File: src/wor_pkg.sv
// Shared types and codes of the wake-on-radio uplink handshake controller.
// No dependencies; the step, queue, top-level and checker files import this package.
package wor_pkg;

   localparam int MAX_RES = 3;
   localparam int ID_SHIFT = 8;

   // Event codes carried by req_type.
   localparam logic [2:0] EV_TICK        = 3'd0;
   localparam logic [2:0] EV_TX_DONE     = 3'd1;
   localparam logic [2:0] EV_TX_TIMEOUT  = 3'd2;
   localparam logic [2:0] EV_RX_FRAME    = 3'd3;
   localparam logic [2:0] EV_RX_TIMEOUT  = 3'd4;
   localparam logic [2:0] EV_RX_ERROR    = 3'd5;
   localparam logic [2:0] EV_REPLY_TIMER = 3'd6;

   // Action codes of a result.
   localparam logic [2:0] ACT_SLEEP  = 3'd0;
   localparam logic [2:0] ACT_WAKE   = 3'd1;
   localparam logic [2:0] ACT_DATA   = 3'd2;
   localparam logic [2:0] ACT_ARM    = 3'd3;
   localparam logic [2:0] ACT_LISTEN = 3'd4;
   localparam logic [2:0] ACT_NOTICE = 3'd5;

   localparam logic [1:0] NOTE_NONE      = 2'd0;
   localparam logic [1:0] NOTE_SKIPPED   = 2'd1;
   localparam logic [1:0] NOTE_DISCARDED = 2'd2;

   localparam logic [1:0] KIND_WAKE      = 2'd0;
   localparam logic       DIR_UPSTREAM   = 1'b0;
   localparam logic [1:0] NODE_REPEATER  = 2'd1;
   localparam logic [1:0] NODE_GATEWAY   = 2'd2;

   // Configuration register indexes.
   localparam int CSR_IDX_W = 1;
   localparam logic [CSR_IDX_W-1:0] CSR_OWN_NODE_ID  = 1'b0;
   localparam logic [CSR_IDX_W-1:0] CSR_OWN_DISTANCE = 1'b1;

   typedef enum logic [3:0] {
      PH_IDLE   = 4'b0001,
      PH_TXWAKE = 4'b0010,
      PH_WAIT   = 4'b0100,
      PH_TXDATA = 4'b1000
   } phase_type;

   typedef struct packed {
      phase_type   phase;
      logic        retry_used;
      logic [7:0]  upstream_id;
      logic [7:0]  upstream_distance;
      logic [1:0]  upstream_type;
      logic [7:0]  seq_num;
      logic [15:0] data_count;
      logic        active;
   } state_type;

   typedef struct packed {
      logic [2:0] req_type;
      logic       queue_full;
      logic       rx_header_ok;
      logic [1:0] rx_packet_kind;
      logic       rx_direction;
      logic [1:0] rx_sender_type;
      logic [7:0] rx_sender_id;
      logic [7:0] rx_sender_distance;
   } req_item_type;

   typedef struct packed {
      logic [2:0]  action;
      logic [1:0]  notice_code;
      logic [7:0]  dest_node_id;
      logic [1:0]  dest_node_type;
      logic [7:0]  dest_distance;
      logic [15:0] frame_id;
      logic [15:0] data_number;
      logic        cycle_active;
      logic        last;
   } rsp_entry_type;

   function automatic rsp_entry_type mk_entry(input logic [2:0] act, input logic [1:0] note,
                                              input logic [7:0] id, input logic [1:0] typ,
                                              input logic [7:0] node_dist,
                                              input logic [15:0] fid);
      rsp_entry_type e;
      e                = '0;
      e.action         = act;
      e.notice_code    = note;
      e.dest_node_id   = id;
      e.dest_node_type = typ;
      e.dest_distance  = node_dist;
      e.frame_id       = fid;
      return e;
   endfunction

endpackage

File: src/wor_if.sv
// Valid/ready channel interfaces for event transactions and result transactions.
// Plain signal bundles; no package dependency.
interface wor_req_if;
   logic       valid;
   logic       ready;
   logic [2:0] req_type;
   logic       queue_full;
   logic       rx_header_ok;
   logic [1:0] rx_packet_kind;
   logic       rx_direction;
   logic [1:0] rx_sender_type;
   logic [7:0] rx_sender_id;
   logic [7:0] rx_sender_distance;

   modport source(output valid, output req_type, output queue_full, output rx_header_ok,
                  output rx_packet_kind, output rx_direction, output rx_sender_type,
                  output rx_sender_id, output rx_sender_distance, input ready);
   modport sink(input valid, input req_type, input queue_full, input rx_header_ok,
                input rx_packet_kind, input rx_direction, input rx_sender_type,
                input rx_sender_id, input rx_sender_distance, output ready);
endinterface

interface wor_rsp_if;
   logic        valid;
   logic        ready;
   logic [2:0]  action;
   logic [1:0]  notice_code;
   logic [7:0]  dest_node_id;
   logic [1:0]  dest_node_type;
   logic [7:0]  dest_distance;
   logic [15:0] frame_id;
   logic [15:0] data_number;
   logic        cycle_active;
   logic        last;

   modport source(output valid, output action, output notice_code, output dest_node_id,
                  output dest_node_type, output dest_distance, output frame_id,
                  output data_number, output cycle_active, output last, input ready);
   modport sink(input valid, input action, input notice_code, input dest_node_id,
                input dest_node_type, input dest_distance, input frame_id,
                input data_number, input cycle_active, input last, output ready);
endinterface

File: src/wor_step.sv
// Next-state and result logic for one event of the uplink handshake.
// Depends on wor_pkg for the state, event and result types.
module wor_step
   import wor_pkg::*;
(
   input  state_type                   st,
   input  logic [7:0]                  own_node_id,
   input  req_item_type                req,
   output state_type                   st_next,
   output logic [1:0]                  rsp_count,
   output rsp_entry_type [MAX_RES-1:0] rsp_entry
);

   state_type                   nxt;
   rsp_entry_type [MAX_RES-1:0] res;
   logic [1:0]                  n;
   logic                        do_wake;
   logic                        do_data;
   logic                        do_end;
   logic                        reply_to;
   logic                        good_reply;
   logic [7:0]                  seq_inc;
   logic [7:0]                  dist_sel;

   assign good_reply = (req.rx_packet_kind == KIND_WAKE) && (req.rx_direction == DIR_UPSTREAM)
                       && ((req.rx_sender_type == NODE_REPEATER)
                           || (req.rx_sender_type == NODE_GATEWAY));

   always_comb begin
      nxt      = st;
      res      = '0;
      n        = '0;
      do_wake  = 1'b0;
      do_data  = 1'b0;
      do_end   = 1'b0;
      reply_to = 1'b0;
      seq_inc  = '0;
      dist_sel = '0;

      unique case (req.req_type)
         EV_TICK: begin
            if (st.phase == PH_IDLE) begin
               nxt.active     = 1'b1;
               nxt.retry_used = 1'b0;
               do_wake        = 1'b1;
            end
         end
         EV_TX_DONE: begin
            if (st.phase == PH_TXWAKE) begin
               nxt.phase = PH_WAIT;
               res[n]    = mk_entry(ACT_ARM, NOTE_NONE, '0, '0, '0, '0);
               n         = n + 2'd1;
            end else if (st.phase == PH_TXDATA) begin
               do_end = 1'b1;
            end else begin
               res[n] = mk_entry(ACT_SLEEP, NOTE_NONE, '0, '0, '0, '0);
               n      = n + 2'd1;
            end
         end
         EV_TX_TIMEOUT: begin
            if (st.phase == PH_TXWAKE) begin
               reply_to = 1'b1;
            end else begin
               do_end = 1'b1;
            end
         end
         EV_RX_FRAME: begin
            if (st.phase != PH_WAIT) begin
               res[n] = mk_entry(ACT_SLEEP, NOTE_NONE, '0, '0, '0, '0);
               n      = n + 2'd1;
            end else if (req.rx_header_ok && good_reply) begin
               res[n]                = mk_entry(ACT_SLEEP, NOTE_NONE, '0, '0, '0, '0);
               n                     = n + 2'd1;
               nxt.upstream_id       = req.rx_sender_id;
               nxt.upstream_distance = req.rx_sender_distance;
               nxt.upstream_type     = req.rx_sender_type;
               do_data               = 1'b1;
            end else begin
               res[n] = mk_entry(ACT_LISTEN, NOTE_NONE, '0, '0, '0, '0);
               n      = n + 2'd1;
            end
         end
         EV_RX_TIMEOUT, EV_REPLY_TIMER: begin
            if (st.phase == PH_WAIT) begin
               reply_to = 1'b1;
            end
         end
         EV_RX_ERROR: begin
            if (st.phase == PH_WAIT) begin
               res[n] = mk_entry(ACT_LISTEN, NOTE_NONE, '0, '0, '0, '0);
               n      = n + 2'd1;
            end else begin
               do_end = 1'b1;
            end
         end
         default: begin
         end
      endcase

      // A missed reply to a known node retries once toward an unknown node, else the data is dropped.
      if (reply_to) begin
         res[n] = mk_entry(ACT_SLEEP, NOTE_NONE, '0, '0, '0, '0);
         n      = n + 2'd1;
         if ((nxt.upstream_id != 8'd0) && !nxt.retry_used) begin
            nxt.retry_used        = 1'b1;
            nxt.upstream_id       = '0;
            nxt.upstream_distance = '0;
            do_wake               = 1'b1;
         end else begin
            nxt.data_count = nxt.data_count + 16'd1;
            res[n]         = mk_entry(ACT_NOTICE, NOTE_DISCARDED, '0, '0, '0, '0);
            n              = n + 2'd1;
            do_end         = 1'b1;
         end
      end

      if (do_wake || do_data) begin
         if (req.queue_full) begin
            nxt.phase = PH_IDLE;
            res[n]    = mk_entry(ACT_NOTICE, NOTE_SKIPPED, '0, '0, '0, '0);
            n         = n + 2'd1;
            do_end    = 1'b1;
         end else begin
            seq_inc     = nxt.seq_num + 8'd1;
            nxt.seq_num = seq_inc;
            dist_sel    = (nxt.upstream_id != 8'd0) ? nxt.upstream_distance : 8'd0;
            if (do_data) begin
               nxt.data_count = nxt.data_count + 16'd1;
               nxt.phase      = PH_TXDATA;
               res[n] = mk_entry(ACT_DATA, NOTE_NONE, nxt.upstream_id, nxt.upstream_type,
                                 dist_sel, {own_node_id, seq_inc});
            end else begin
               nxt.phase = PH_TXWAKE;
               res[n] = mk_entry(ACT_WAKE, NOTE_NONE, nxt.upstream_id, NODE_REPEATER,
                                 dist_sel, {own_node_id, seq_inc});
            end
            n = n + 2'd1;
         end
      end

      if (do_end) begin
         nxt.phase      = PH_IDLE;
         nxt.retry_used = 1'b0;
         nxt.active     = 1'b0;
         res[n]         = mk_entry(ACT_SLEEP, NOTE_NONE, '0, '0, '0, '0);
         n              = n + 2'd1;
      end

      // Counter and activity are reported as they stand after the whole event.
      for (int k = 0; k < MAX_RES; k++) begin
         res[k].data_number  = nxt.data_count;
         res[k].cycle_active = nxt.active;
         res[k].last         = (2'(k) == (n - 2'd1));
      end
   end

   assign st_next   = nxt;
   assign rsp_count = n;
   assign rsp_entry = res;

endmodule

File: src/wor_rsp_fifo.sv
// Result queue: takes up to three results of one event at once, hands out one per cycle while the output is ready.
// Depends on wor_pkg for the result entry type.
module wor_rsp_fifo
   import wor_pkg::*;
#(
   parameter int DEPTH = 4
)(
   input  logic                        clock,
   input  logic                        reset,
   input  logic [1:0]                  push_count,
   input  rsp_entry_type [MAX_RES-1:0] push_data,
   output logic                        has_room,
   output logic                        out_valid,
   input  logic                        out_ready,
   output rsp_entry_type               out_data
);

   localparam int PTR_W = $clog2(DEPTH);
   localparam int CNT_W = $clog2(DEPTH + 1);
   localparam logic [PTR_W:0] DEPTH_EXT = (PTR_W + 1)'(DEPTH);

   rsp_entry_type      q_ff [DEPTH];
   logic [PTR_W-1:0]   wr_ptr_ff;
   logic [PTR_W-1:0]   wr_ptr_in;
   logic [PTR_W-1:0]   rd_ptr_ff;
   logic [PTR_W-1:0]   rd_ptr_in;
   logic [CNT_W-1:0]   count_ff;
   logic [CNT_W-1:0]   count_in;
   logic [PTR_W-1:0]   wr_idx [MAX_RES];
   logic [PTR_W:0]     wr_end;
   logic               pop;

   assign pop       = out_valid && out_ready;
   assign out_valid = (count_ff != '0);
   assign out_data  = q_ff[rd_ptr_ff];
   assign has_room  = (count_ff <= CNT_W'(DEPTH - MAX_RES));

   always_comb begin
      logic [PTR_W:0] sum;
      for (int k = 0; k < MAX_RES; k++) begin
         sum = {1'b0, wr_ptr_ff} + (PTR_W + 1)'(k);
         if (sum >= DEPTH_EXT) begin
            sum = sum - DEPTH_EXT;
         end
         wr_idx[k] = sum[PTR_W-1:0];
      end
   end

   always_comb begin
      wr_end = {1'b0, wr_ptr_ff} + (PTR_W + 1)'(push_count);
      if (wr_end >= DEPTH_EXT) begin
         wr_end = wr_end - DEPTH_EXT;
      end
      wr_ptr_in = wr_end[PTR_W-1:0];
      if (pop) begin
         rd_ptr_in = (rd_ptr_ff == PTR_W'(DEPTH - 1)) ? '0 : rd_ptr_ff + 1'b1;
      end else begin
         rd_ptr_in = rd_ptr_ff;
      end
      count_in = count_ff + CNT_W'(push_count) - CNT_W'(pop);
   end

   always_ff @(posedge clock) begin
      if (reset) begin
         wr_ptr_ff <= '0;
         rd_ptr_ff <= '0;
         count_ff  <= '0;
      end else begin
         wr_ptr_ff <= wr_ptr_in;
         rd_ptr_ff <= rd_ptr_in;
         count_ff  <= count_in;
      end
   end

   always_ff @(posedge clock) begin
      for (int k = 0; k < MAX_RES; k++) begin
         if (2'(k) < push_count) begin
            q_ff[wr_idx[k]] <= push_data[k];
         end
      end
   end

endmodule

File: src/wake_on_radio_uplink_handshake.sv
// Uplink handshake controller of a wake-on-radio end device. One event transaction
// (tick, transmit or receive outcome, timer expiry) is accepted per clock cycle whenever
// the result queue has room for the up to three results an event can cause; the event
// is decoded and the state updated in that same cycle. Results leave the queue one per cycle while
// the output is ready; an event's first result is valid the cycle after acceptance if the queue was
// empty, else after earlier results, so the output drain rate sets the sustained event rate.
// Registers own_node_id (index 0, reset 1) and own_distance (index 1, no effect on results) are to be
// written by the user through the csr port only while idle; the block does not enforce this.
module wake_on_radio_uplink_handshake
   import wor_pkg::*;
#(
   parameter int RSP_DEPTH = 4
)(
   input  logic                 clock,
   input  logic                 reset,
   wor_req_if.sink              req_ch,
   wor_rsp_if.source            rsp_ch,
   input  logic                 csr_we,
   input  logic [CSR_IDX_W-1:0] csr_index,
   input  logic [7:0]           csr_wdata
);

   state_type                   st_ff;
   state_type                   st_in;
   logic [7:0]                  own_node_id_ff;
   req_item_type                req_item;
   logic [1:0]                  step_count;
   rsp_entry_type [MAX_RES-1:0] step_entry;
   logic                        accept;
   logic                        has_room;
   rsp_entry_type               head;

   assign req_item = '{req_type:           req_ch.req_type,
                       queue_full:         req_ch.queue_full,
                       rx_header_ok:       req_ch.rx_header_ok,
                       rx_packet_kind:     req_ch.rx_packet_kind,
                       rx_direction:       req_ch.rx_direction,
                       rx_sender_type:     req_ch.rx_sender_type,
                       rx_sender_id:       req_ch.rx_sender_id,
                       rx_sender_distance: req_ch.rx_sender_distance};

   assign req_ch.ready = has_room;
   assign accept       = req_ch.valid && has_room;

   wor_step u_step (
      .st          (st_ff),
      .own_node_id (own_node_id_ff),
      .req         (req_item),
      .st_next     (st_in),
      .rsp_count   (step_count),
      .rsp_entry   (step_entry)
   );

   wor_rsp_fifo #(.DEPTH(RSP_DEPTH)) u_fifo (
      .clock      (clock),
      .reset      (reset),
      .push_count (accept ? step_count : 2'd0),
      .push_data  (step_entry),
      .has_room   (has_room),
      .out_valid  (rsp_ch.valid),
      .out_ready  (rsp_ch.ready),
      .out_data   (head)
   );

   assign rsp_ch.action         = head.action;
   assign rsp_ch.notice_code    = head.notice_code;
   assign rsp_ch.dest_node_id   = head.dest_node_id;
   assign rsp_ch.dest_node_type = head.dest_node_type;
   assign rsp_ch.dest_distance  = head.dest_distance;
   assign rsp_ch.frame_id       = head.frame_id;
   assign rsp_ch.data_number    = head.data_number;
   assign rsp_ch.cycle_active   = head.cycle_active;
   assign rsp_ch.last           = head.last;

   always_ff @(posedge clock) begin
      if (reset) begin
         st_ff <= '{phase:             PH_IDLE,
                    retry_used:        1'b0,
                    upstream_id:       8'd0,
                    upstream_distance: 8'd0,
                    upstream_type:     NODE_REPEATER,
                    seq_num:           8'd0,
                    data_count:        16'd0,
                    active:            1'b0};
      end else if (accept) begin
         st_ff <= st_in;
      end
   end

   // The distance register has no effect on any result, so only the node number is kept.
   always_ff @(posedge clock) begin
      if (reset) begin
         own_node_id_ff <= 8'd1;
      end else if (csr_we && (csr_index == CSR_OWN_NODE_ID)) begin
         own_node_id_ff <= csr_wdata;
      end
   end

endmodule

File: src/flat_wrapper.sv
// flat-port wrapper written by rule: the top's interface ports become plain ports
module wake_on_radio_uplink_handshake_flat import wor_pkg::*;
#(
   parameter int RSP_DEPTH = 4
)
  (clock, reset, csr_we, csr_index, csr_wdata, req_ch_valid, req_ch_req_type, req_ch_queue_full, req_ch_rx_header_ok, req_ch_rx_packet_kind, req_ch_rx_direction, req_ch_rx_sender_type, req_ch_rx_sender_id, req_ch_rx_sender_distance, req_ch_ready, rsp_ch_valid, rsp_ch_action, rsp_ch_notice_code, rsp_ch_dest_node_id, rsp_ch_dest_node_type, rsp_ch_dest_distance, rsp_ch_frame_id, rsp_ch_data_number, rsp_ch_cycle_active, rsp_ch_last, rsp_ch_ready);
  wor_req_if req_ch_i ();
  wor_rsp_if rsp_ch_i ();
  input  logic clock;
  input  logic reset;
  input  logic csr_we;
  input  logic [CSR_IDX_W-1:0] csr_index;
  input  logic [7:0] csr_wdata;
  input wire logic [$bits(req_ch_i.valid)-1:0] req_ch_valid;
  input wire logic [$bits(req_ch_i.req_type)-1:0] req_ch_req_type;
  input wire logic [$bits(req_ch_i.queue_full)-1:0] req_ch_queue_full;
  input wire logic [$bits(req_ch_i.rx_header_ok)-1:0] req_ch_rx_header_ok;
  input wire logic [$bits(req_ch_i.rx_packet_kind)-1:0] req_ch_rx_packet_kind;
  input wire logic [$bits(req_ch_i.rx_direction)-1:0] req_ch_rx_direction;
  input wire logic [$bits(req_ch_i.rx_sender_type)-1:0] req_ch_rx_sender_type;
  input wire logic [$bits(req_ch_i.rx_sender_id)-1:0] req_ch_rx_sender_id;
  input wire logic [$bits(req_ch_i.rx_sender_distance)-1:0] req_ch_rx_sender_distance;
  output wire logic [$bits(req_ch_i.ready)-1:0] req_ch_ready;
  output wire logic [$bits(rsp_ch_i.valid)-1:0] rsp_ch_valid;
  output wire logic [$bits(rsp_ch_i.action)-1:0] rsp_ch_action;
  output wire logic [$bits(rsp_ch_i.notice_code)-1:0] rsp_ch_notice_code;
  output wire logic [$bits(rsp_ch_i.dest_node_id)-1:0] rsp_ch_dest_node_id;
  output wire logic [$bits(rsp_ch_i.dest_node_type)-1:0] rsp_ch_dest_node_type;
  output wire logic [$bits(rsp_ch_i.dest_distance)-1:0] rsp_ch_dest_distance;
  output wire logic [$bits(rsp_ch_i.frame_id)-1:0] rsp_ch_frame_id;
  output wire logic [$bits(rsp_ch_i.data_number)-1:0] rsp_ch_data_number;
  output wire logic [$bits(rsp_ch_i.cycle_active)-1:0] rsp_ch_cycle_active;
  output wire logic [$bits(rsp_ch_i.last)-1:0] rsp_ch_last;
  input wire logic [$bits(rsp_ch_i.ready)-1:0] rsp_ch_ready;
  assign req_ch_i.valid = req_ch_valid;
  assign req_ch_i.req_type = req_ch_req_type;
  assign req_ch_i.queue_full = req_ch_queue_full;
  assign req_ch_i.rx_header_ok = req_ch_rx_header_ok;
  assign req_ch_i.rx_packet_kind = req_ch_rx_packet_kind;
  assign req_ch_i.rx_direction = req_ch_rx_direction;
  assign req_ch_i.rx_sender_type = req_ch_rx_sender_type;
  assign req_ch_i.rx_sender_id = req_ch_rx_sender_id;
  assign req_ch_i.rx_sender_distance = req_ch_rx_sender_distance;
  assign req_ch_ready = req_ch_i.ready;
  assign rsp_ch_valid = rsp_ch_i.valid;
  assign rsp_ch_action = rsp_ch_i.action;
  assign rsp_ch_notice_code = rsp_ch_i.notice_code;
  assign rsp_ch_dest_node_id = rsp_ch_i.dest_node_id;
  assign rsp_ch_dest_node_type = rsp_ch_i.dest_node_type;
  assign rsp_ch_dest_distance = rsp_ch_i.dest_distance;
  assign rsp_ch_frame_id = rsp_ch_i.frame_id;
  assign rsp_ch_data_number = rsp_ch_i.data_number;
  assign rsp_ch_cycle_active = rsp_ch_i.cycle_active;
  assign rsp_ch_last = rsp_ch_i.last;
  assign rsp_ch_i.ready = rsp_ch_ready;
  wake_on_radio_uplink_handshake #(.RSP_DEPTH(RSP_DEPTH)) u_core (.clock(clock), .reset(reset), .req_ch(req_ch_i), .rsp_ch(rsp_ch_i), .csr_we(csr_we), .csr_index(csr_index), .csr_wdata(csr_wdata));
endmodule
File: config.mk
export PLATFORM = sky130hd
export DESIGN_NAME = wake_on_radio_uplink_handshake_flat
export DESIGN_NICKNAME = d
export VERILOG_FILES = /design/src/wor_pkg.sv /design/src/wor_if.sv /design/src/wor_step.sv /design/src/wor_rsp_fifo.sv /design/src/wake_on_radio_uplink_handshake.sv /design/src/flat_wrapper.sv
export SDC_FILE = /design/constraint.sdc
export NUM_CORES = 1
export LEC_CHECK = 0
export ABC_CLOCK_PERIOD_IN_PS = 17300
export BUFFER_PORTS_ARGS = -buffer_cell sky130_fd_sc_hd__buf_2
export CAP_MARGIN = 20
export CELL_PAD_IN_SITES_DETAIL_PLACEMENT = 1
export CELL_PAD_IN_SITES_GLOBAL_PLACEMENT = 1
export CORE_MARGIN = 1.5
export CORE_UTILIZATION = 54
export DETAILED_ROUTE_END_ITERATION = 12
export PLACE_DENSITY_LB_ADDON = 0.05
export SYNTH_ARGS = -nofsm -noshare
export SYNTH_HDL_FRONTEND = slang
export SYNTH_SLANG_ARGS = --single-unit
File: constraint.sdc
create_clock -name clock -period 17.3 [get_ports clock]
set_input_delay 4.325 -clock clock [delete_from_list [all_inputs] [get_ports clock]]
set_output_delay 4.325 -clock clock [all_outputs]
set_load 0.01 [all_outputs]
Word-level counts from Yosys, hierarchy flattened
Memories as Yosys holds them, arrays and structs flattened. A register that Yosys moved wholly into a read port is not among the register bits.
Index checks and enable logic that the tools add are counted.
W data, S select, Z words.
{"block": "classes", "n_addsub": 18, "n_mul": 0, "n_div": 0, "order_cmp": 16, "n_eq_ne": 16, "n_shift": 0, "muxes": 84, "bitwise_logic": 13, "n_reduce_logical": 25}
{"operator": "$mux W171", "count": 6}
{"operator": "$demux W57 S2", "count": 4}
{"operator": "$mux W57", "count": 7}
{"operator": "$bwmux W171", "count": 2}
{"operator": "$not A171 Y171", "count": 2}
{"operator": "$and A162 B162 Y162", "count": 2}
{"operator": "$not A162 Y162", "count": 2}
{"operator": "$and A171 B171 Y171", "count": 1}
{"operator": "$and A57 B171 Y171", "count": 1}
{"operator": "$pmux W57 S3", "count": 1}
{"operator": "$mux W16", "count": 5}
{"operator": "$mux W56", "count": 1}
{"operator": "$mux W18", "count": 3}
{"operator": "$mux W17", "count": 2}
{"operator": "$add A16 B1 Y16 const B", "count": 2}
{"operator": "$mux W1", "count": 31}
{"operator": "$mux W2", "count": 12}
{"operator": "$mux W4", "count": 5}
{"operator": "$or A9 B9 Y9", "count": 2}
{"operator": "$reduce_bool A8 Y1", "count": 2}
{"operator": "$lt A2 B3 Y1 const B", "count": 4}
{"operator": "$logic_and A1 B1 Y1", "count": 11}
{"operator": "$add A2 B1 Y2 const B", "count": 5}
{"operator": "$sub A2 B1 Y2 const B", "count": 5}
{"operator": "other kinds (36)", "count": 54}
{"block": "totals", "regBits": 63, "latch_bits": 0, "ram_bits": 228, "mem_bits_ro": 0, "input_bits": 40, "output_inout_bits": 59, "mem_count": 1}
{"memory": "u_core.u_fifo.q_ff", "words": 4, "width": 57, "read_ports": 1, "rd_ports_with_merged_regs": 1, "write_ports": 3, "line_no": "wor_rsp_fifo.sv:22", "text": "rsp_entry_type q_ff [DEPTH];"}

Depth between registers and ports, before layout
{"block": "logic_depth", "ltp_word": 21, "depth_mapped": 20, "mapped_depth_nobuf": 17}

By module
A second synthesis with hierarchy kept.
{"block": "unflattened", "hier_cells": 2157, "hier_area_um2": 18920.6}
{"mod": "wor_rsp_fifo", "n_inst": 1, "cells_each": 1373, "area_each_um2": 13240.2, "seq_area_each_um2": 7026.7}
{"mod": "wor_step", "n_inst": 1, "cells_each": 528, "area_each_um2": 3229.3, "seq_area_each_um2": 0.0}
{"mod": "wake_on_radio_uplink_handshake", "n_inst": 1, "cells_each": 256, "area_each_um2": 2451.1, "seq_area_each_um2": 1121.1}

Least setup slack after synthesis
No wires, ideal clock.
{"block": "synth_path", "path_kind": "input to register", "from": "in req_ch_req_type[0]", "to": "mem u_core.u_fifo.q_ff[2][0] in the netlist's numbering (enable)", "setup_ns": 0.557, "arrival_ns": 12.116, "setup_slack_ns": 4.626, "stages": 18, "cell_sequence": "buf_2 -> and3b_1 -> nand4_2 -> mux2_2 -> buf_2 -> nor2_1 -> inv_1 -> ha_1 -> a32oi_2 -> inv_1 -> ha_1 -> a21o_1 -> ha_1 -> o31a_1 -> buf_2 -> a311o_1 -> nor2b_1 -> a211oi_1"}
{"element": "start, declared", "line_no": "flat_wrapper.sv:15", "text": "input wire logic [$bits(req_ch_i.req_type)-1:0] req_ch_req_type;"}
{"element": "end, declared", "line_no": "wor_rsp_fifo.sv:22"}

==> impl_table.tex <==
\begin{tabular}{lr}
\hline
Metric & Value \\
\hline
\multicolumn{2}{l}{\textbf{Outcome}} \\
\quad Result of the run & finished, final reports clean \\
\multicolumn{2}{l}{\textbf{Yosys}} \\
\quad Avg Synthesized Cell Area & 12.7 um\^{}2 \\
\quad Cells after Synth & 1192 \\
\quad Top\_reg\_cell synth & sky130\_fd\_sc\_hd\_\_edfxtp\_1 \\
\quad Seq/Total Area, Yosys & 0.536 \\
\quad Proportion of register bits with asynchronous set or reset after synthesis & 0 \\
\quad Post-Syn Nets & 1249 \\
\quad Synth Warn \# & 0 \\
\quad Count of distinct cell types in the synthesized netlist & 95 \\
\quad Number of flip-flops and latches in the synthesized netlist & 291 \\
\quad Number of flops mapped to enable cells by yosys & 228 \\
\quad Synthesized area & 15100 um\^{}2 \\
\multicolumn{2}{l}{\textbf{Layout}} \\
\quad Area Growth Syn to Fin & 11.2\% \\
\quad Filler Cells Inserted & 2778 \\
\quad Final-stage net count & 1313 \\
\quad Final design utilization & 0.607 \\
\quad Ant. Diodes & 0 \\
\quad Share of cells above drive strength 1 & 0.288 \\
\multicolumn{2}{l}{\textbf{STA}} \\
\quad Final hold violation count & 0 \\
\quad Final setup viols & 0 \\
\quad Setup TNS & 0 ns \\
\quad Final setup margin & 7.01 ns \\
\quad Unrepaired setup endpoints after global routing & no \\
\quad Tightest hold margin & 0.456 ns \\
\quad Number of pins exceeding their max-slew limit in the final report & 0 \\
\quad Worst slew pin tran & 1.07 ns \\
\quad Min Clock Period, post-route & 10.29 ns \\
\quad Maximum clock frequency & 97.2 MHz \\
\quad Worst clock skew on the final layout & 0.0130 ns \\
\quad Worst slew margin & 0.282 \\
\quad Share of the clock period used by the worst path & 0.595 \\
\multicolumn{2}{l}{\textbf{Placement}} \\
\quad Count of input and output buffers & 98 \\
\quad Worst slack, placed & 6.49 ns \\
\quad DP Wirelength & 26900 um \\
\quad Routability-driven placement congestion ratio & 0.858 \\
\multicolumn{2}{l}{\textbf{Power and ir drop}} \\
\quad Ratio of total power to cell area & 110 nW/um\^{}2 \\
\quad Peak supply drop & 101 uV \\
\quad Part of the total power dissipated in sequential elements & 0.451 \\
\quad Int Power & 0.00134 W \\
\quad Portion of total power attributed to combinational logic & 0.190 \\
\quad Net switching fraction of the power & 0.277 \\
\quad Sw Pwr & 0.000512 W \\
\quad Clock group share of total power & 0.359 \\
\quad Static leakage & 5.69 nW \\
\quad Overall power consumption & 0.00185 W \\
\multicolumn{2}{l}{\textbf{CTS}} \\
\quad Clock root buffer & sky130\_fd\_sc\_hd\_\_clkbuf\_16 \\
\quad Number of levels in the clock H-tree & 1 \\
\quad Clock Pin Slew Worst Setup and Hold Paths & 0.06 ns \\
\quad Clock sink count & 291 \\
\quad Resized cells post-CTS & 0 \\
\quad Post-CTS Setup Inserts & 0 \\
\quad Total clock buffers created by CTS & 31 \\
\quad Clock insertion delay at the later pin of the skew report & 0.57 ns \\
\quad CTS tree & yes \\
\quad Number of buffers on the longest clock path & 3 \\
\quad Hold-fix buffer count after cts & 0 \\
\multicolumn{2}{l}{\textbf{Min path}} \\
\quad Type of the worst min-delay path & flop to flop \\
\quad Hold path cells & 2 \\
\multicolumn{2}{l}{\textbf{Die}} \\
\quad Core ar. & 27700 um\^{}2 \\
\quad Height of the chip & 170 um \\
\quad Area enclosed by the die boundary & 29000 um\^{}2 \\
\quad Initial standard-cell utilization of the core & 0.546 \\
\quad Placement Rows & 61 \\
\quad Die X & 170 um \\
\quad I/O pin cnt & 99 \\
\multicolumn{2}{l}{\textbf{Global route}} \\
\quad Remaining global-route overflow & 0 \\
\quad Global-route wire length before repair & 62900 um \\
\quad Number of global-route vias before repair & 10608 \\
\quad Initial antenna violation count & 0 \\
\quad Overall Global Routing Usage & 0.287 \\
\quad Pin count of the biggest net entering global routing & 58 \\
\multicolumn{2}{l}{\textbf{Drt}} \\
\quad Number of iterations in the first detailed-routing pass & 5 \\
\quad Post-detailed-route via-to-cell ratio & 6.20 \\
\quad Number of nets still failing antenna checks after routing & 0 \\
\quad Post-DR wirelength/cell & 24.7 um \\
\quad DRC violations left & 0 \\
\quad Total via count after detailed routing & 10286 \\
\quad First DRT Iteration DRCs & 870 \\
\quad Final wirelength & 40900 um \\
\multicolumn{2}{l}{\textbf{Run}} \\
\quad Max-capacitance violation count & 0 \\
\multicolumn{2}{l}{\textbf{Worst setup path}} \\
\quad Register-to-Register Path Depth & 16 \\
\quad CP Class & primary input to flop \\
\quad Data arrival time of the worst path & 10.49 ns \\
\quad Startpoint type of the worst setup path & primary input \\
\quad Type of element capturing the critical path & flop \\
\quad Crit path required time & 17.50 ns \\
\quad Largest driver fanout on the critical path & 40 \\
\hline
\end{tabular}
path summary, 6_finish.rpt:
kind | startpoint | to | slack [ns]
worst min register to register | u_core.own_node_id_ff[4] | u_core.own_node_id_ff[4] | 0.46
worst max-delay path | req_ch_rx_packet_kind[1] | u_core.u_fifo.q_ff[2][1] | 7.01
worst max register to register | u_core.st_ff[46] | u_core.u_fifo.q_ff[2][1] | 10.40
worst min-delay path | u_core.own_node_id_ff[4] | u_core.own_node_id_ff[4] | 0.46
cell usage after synthesis (5+ instances only):
library cell | instances | area share
sky130_fd_sc_hd__edfxtp_1 | 228 | 0.45
sky130_fd_sc_hd__nand2_1 | 130 | 0.032
sky130_fd_sc_hd__nor2_1 | 107 | 0.027
sky130_fd_sc_hd__nor3_2 | 90 | 0.060
sky130_fd_sc_hd__dfxtp_1 | 63 | 0.083
sky130_fd_sc_hd__mux4_2 | 57 | 0.085
sky130_fd_sc_hd__clkbuf_1 | 38 | 0.0094
sky130_fd_sc_hd__a21oi_1 | 36 | 0.012
sky130_fd_sc_hd__nor3_1 | 30 | 0.0099
sky130_fd_sc_hd__nand3_1 | 29 | 0.0096
sky130_fd_sc_hd__mux2i_1 | 27 | 0.018
sky130_fd_sc_hd__xnor2_1 | 24 | 0.014
sky130_fd_sc_hd__a22oi_1 | 17 | 0.0084
sky130_fd_sc_hd__ha_1 | 16 | 0.013
sky130_fd_sc_hd__inv_1 | 16 | 0.0040
sky130_fd_sc_hd__o21ai_0 | 16 | 0.0053
sky130_fd_sc_hd__xor2_1 | 16 | 0.0093
sky130_fd_sc_hd__buf_2 | 14 | 0.0046
sky130_fd_sc_hd__a21o_1 | 13 | 0.0065
sky130_fd_sc_hd__buf_6 | 12 | 0.0089
sky130_fd_sc_hd__nand4_1 | 12 | 0.0050
sky130_fd_sc_hd__nor2b_1 | 11 | 0.0045
sky130_fd_sc_hd__and3_1 | 10 | 0.0041
sky130_fd_sc_hd__buf_1 | 10 | 0.0025
sky130_fd_sc_hd__buf_4 | 10 | 0.0050
sky130_fd_sc_hd__nand2b_1 | 8 | 0.0033
sky130_fd_sc_hd__mux2_2 | 7 | 0.0052
sky130_fd_sc_hd__nor4_1 | 6 | 0.0025
sky130_fd_sc_hd__o211ai_1 | 6 | 0.0030
sky130_fd_sc_hd__or3_1 | 6 | 0.0025
sky130_fd_sc_hd__o21a_1 | 5 | 0.0025
sky130_fd_sc_hd__or2_2 | 5 | 0.0021
kinds of logic (layout without fill, tap and decap cells):
kind of cell / count (synthesis) / count (layout) / share of synthesized area
AND/OR/NAND/NOR: 485 / 485 / 0.191
flip-flops: 291 / 291 / 0.536
AO/OA/AOI/OAI: 161 / 161 / 0.0851
buffers and inverters: 102 / 190 / 0.0360
multiplexers: 95 / 95 / 0.112
XOR/XNOR: 41 / 41 / 0.0250
adder cells (fa/ha/maj): 17 / 17 / 0.0146
layer usage:
metal	track usage	wire (um)	share of wire	up-vias
met5	0	0	0	-
met4	0.0569	525	0.013	0
met3	0.0549	2870	0.070	37
met2	0.451	18700	0.46	328
met1	0.419	18800	0.46	5293
li1	-	-	-	4628
registers in the layout, summed over array words and instances, names as in the netlist, named ones only:
signal,cells
u_core.u_fifo.q_ff,228
u_core.own_node_id_ff,8
u_core.st_ff,46
u_core.u_fifo.count_ff,3
u_core.u_fifo.rd_ptr_ff,2
u_core.u_fifo.wr_ptr_ff,2
placed cells by master (no fill, tap or decap), types with 17 or more instances in the layout:
cell                        count
sky130_fd_sc_hd__a21oi_1       36
sky130_fd_sc_hd__a22oi_1       17
sky130_fd_sc_hd__buf_2         98
sky130_fd_sc_hd__buf_4         17
sky130_fd_sc_hd__clkbuf_16     31
sky130_fd_sc_hd__dfxtp_1       61
sky130_fd_sc_hd__edfxtp_1     228
sky130_fd_sc_hd__mux2i_1       27
sky130_fd_sc_hd__mux4_2        57
sky130_fd_sc_hd__nand2_1      130
sky130_fd_sc_hd__nand3_1       29
sky130_fd_sc_hd__nor2_1       107
sky130_fd_sc_hd__nor3_1        30
sky130_fd_sc_hd__nor3_2        90
sky130_fd_sc_hd__xnor2_1       24
power groups by stage:
stage	clock (W)	combinational, W	sequential (W)
2_1_floorplan	0	0.000246	0.000835
3_3_place_gp	0	0.000348	0.000845
6_report	0.000664	0.000352	0.000834
5_1_grt	0.000694	0.000381	0.000839
3_5_place_dp	0	0.000355	0.000849
4_1_cts	0.000667	0.000357	0.000835
metrics by stage:
step	std cells	cell area, um^2
6_report	1658	16800
5_1_grt	1658	16800
4_1_cts	1658	16800
3_5_place_dp	1601	15800
3_3_place_gp	1600	15800
2_1_floorplan	1192	15100
final cells by class:
type	instances	area (um^2)	share of cell area
clock buffers	35	791	0.0470
well taps	378	473	0.0281
repair buffers	116	629	0.0374
clock inverters	22	216	0.0129
multi-input cells	799	6530	0.388
flip-flops and latches	291	8110	0.482
inverters	17	63.8	0.00379
critical path, cell delays in order:
cell                       delay (ns)
sky130_fd_sc_hd__buf_2           0.10
sky130_fd_sc_hd__nor4b_2         0.37
sky130_fd_sc_hd__nand4_2         0.58
sky130_fd_sc_hd__mux2_2          0.62
sky130_fd_sc_hd__nor2_1          0.18
sky130_fd_sc_hd__inv_1           0.08
sky130_fd_sc_hd__ha_1            0.28
sky130_fd_sc_hd__a32oi_2         0.39
sky130_fd_sc_hd__inv_1           0.09
sky130_fd_sc_hd__ha_1            0.30
sky130_fd_sc_hd__a21o_1          0.20
sky130_fd_sc_hd__ha_1            0.35
sky130_fd_sc_hd__o31a_1          0.27
sky130_fd_sc_hd__nor2_1          0.40
sky130_fd_sc_hd__o21ai_0         0.32
sky130_fd_sc_hd__a211oi_4        0.90
sky130_fd_sc_hd__buf_4           0.64
No activity file was read; power rests on OpenSTA's default activity.
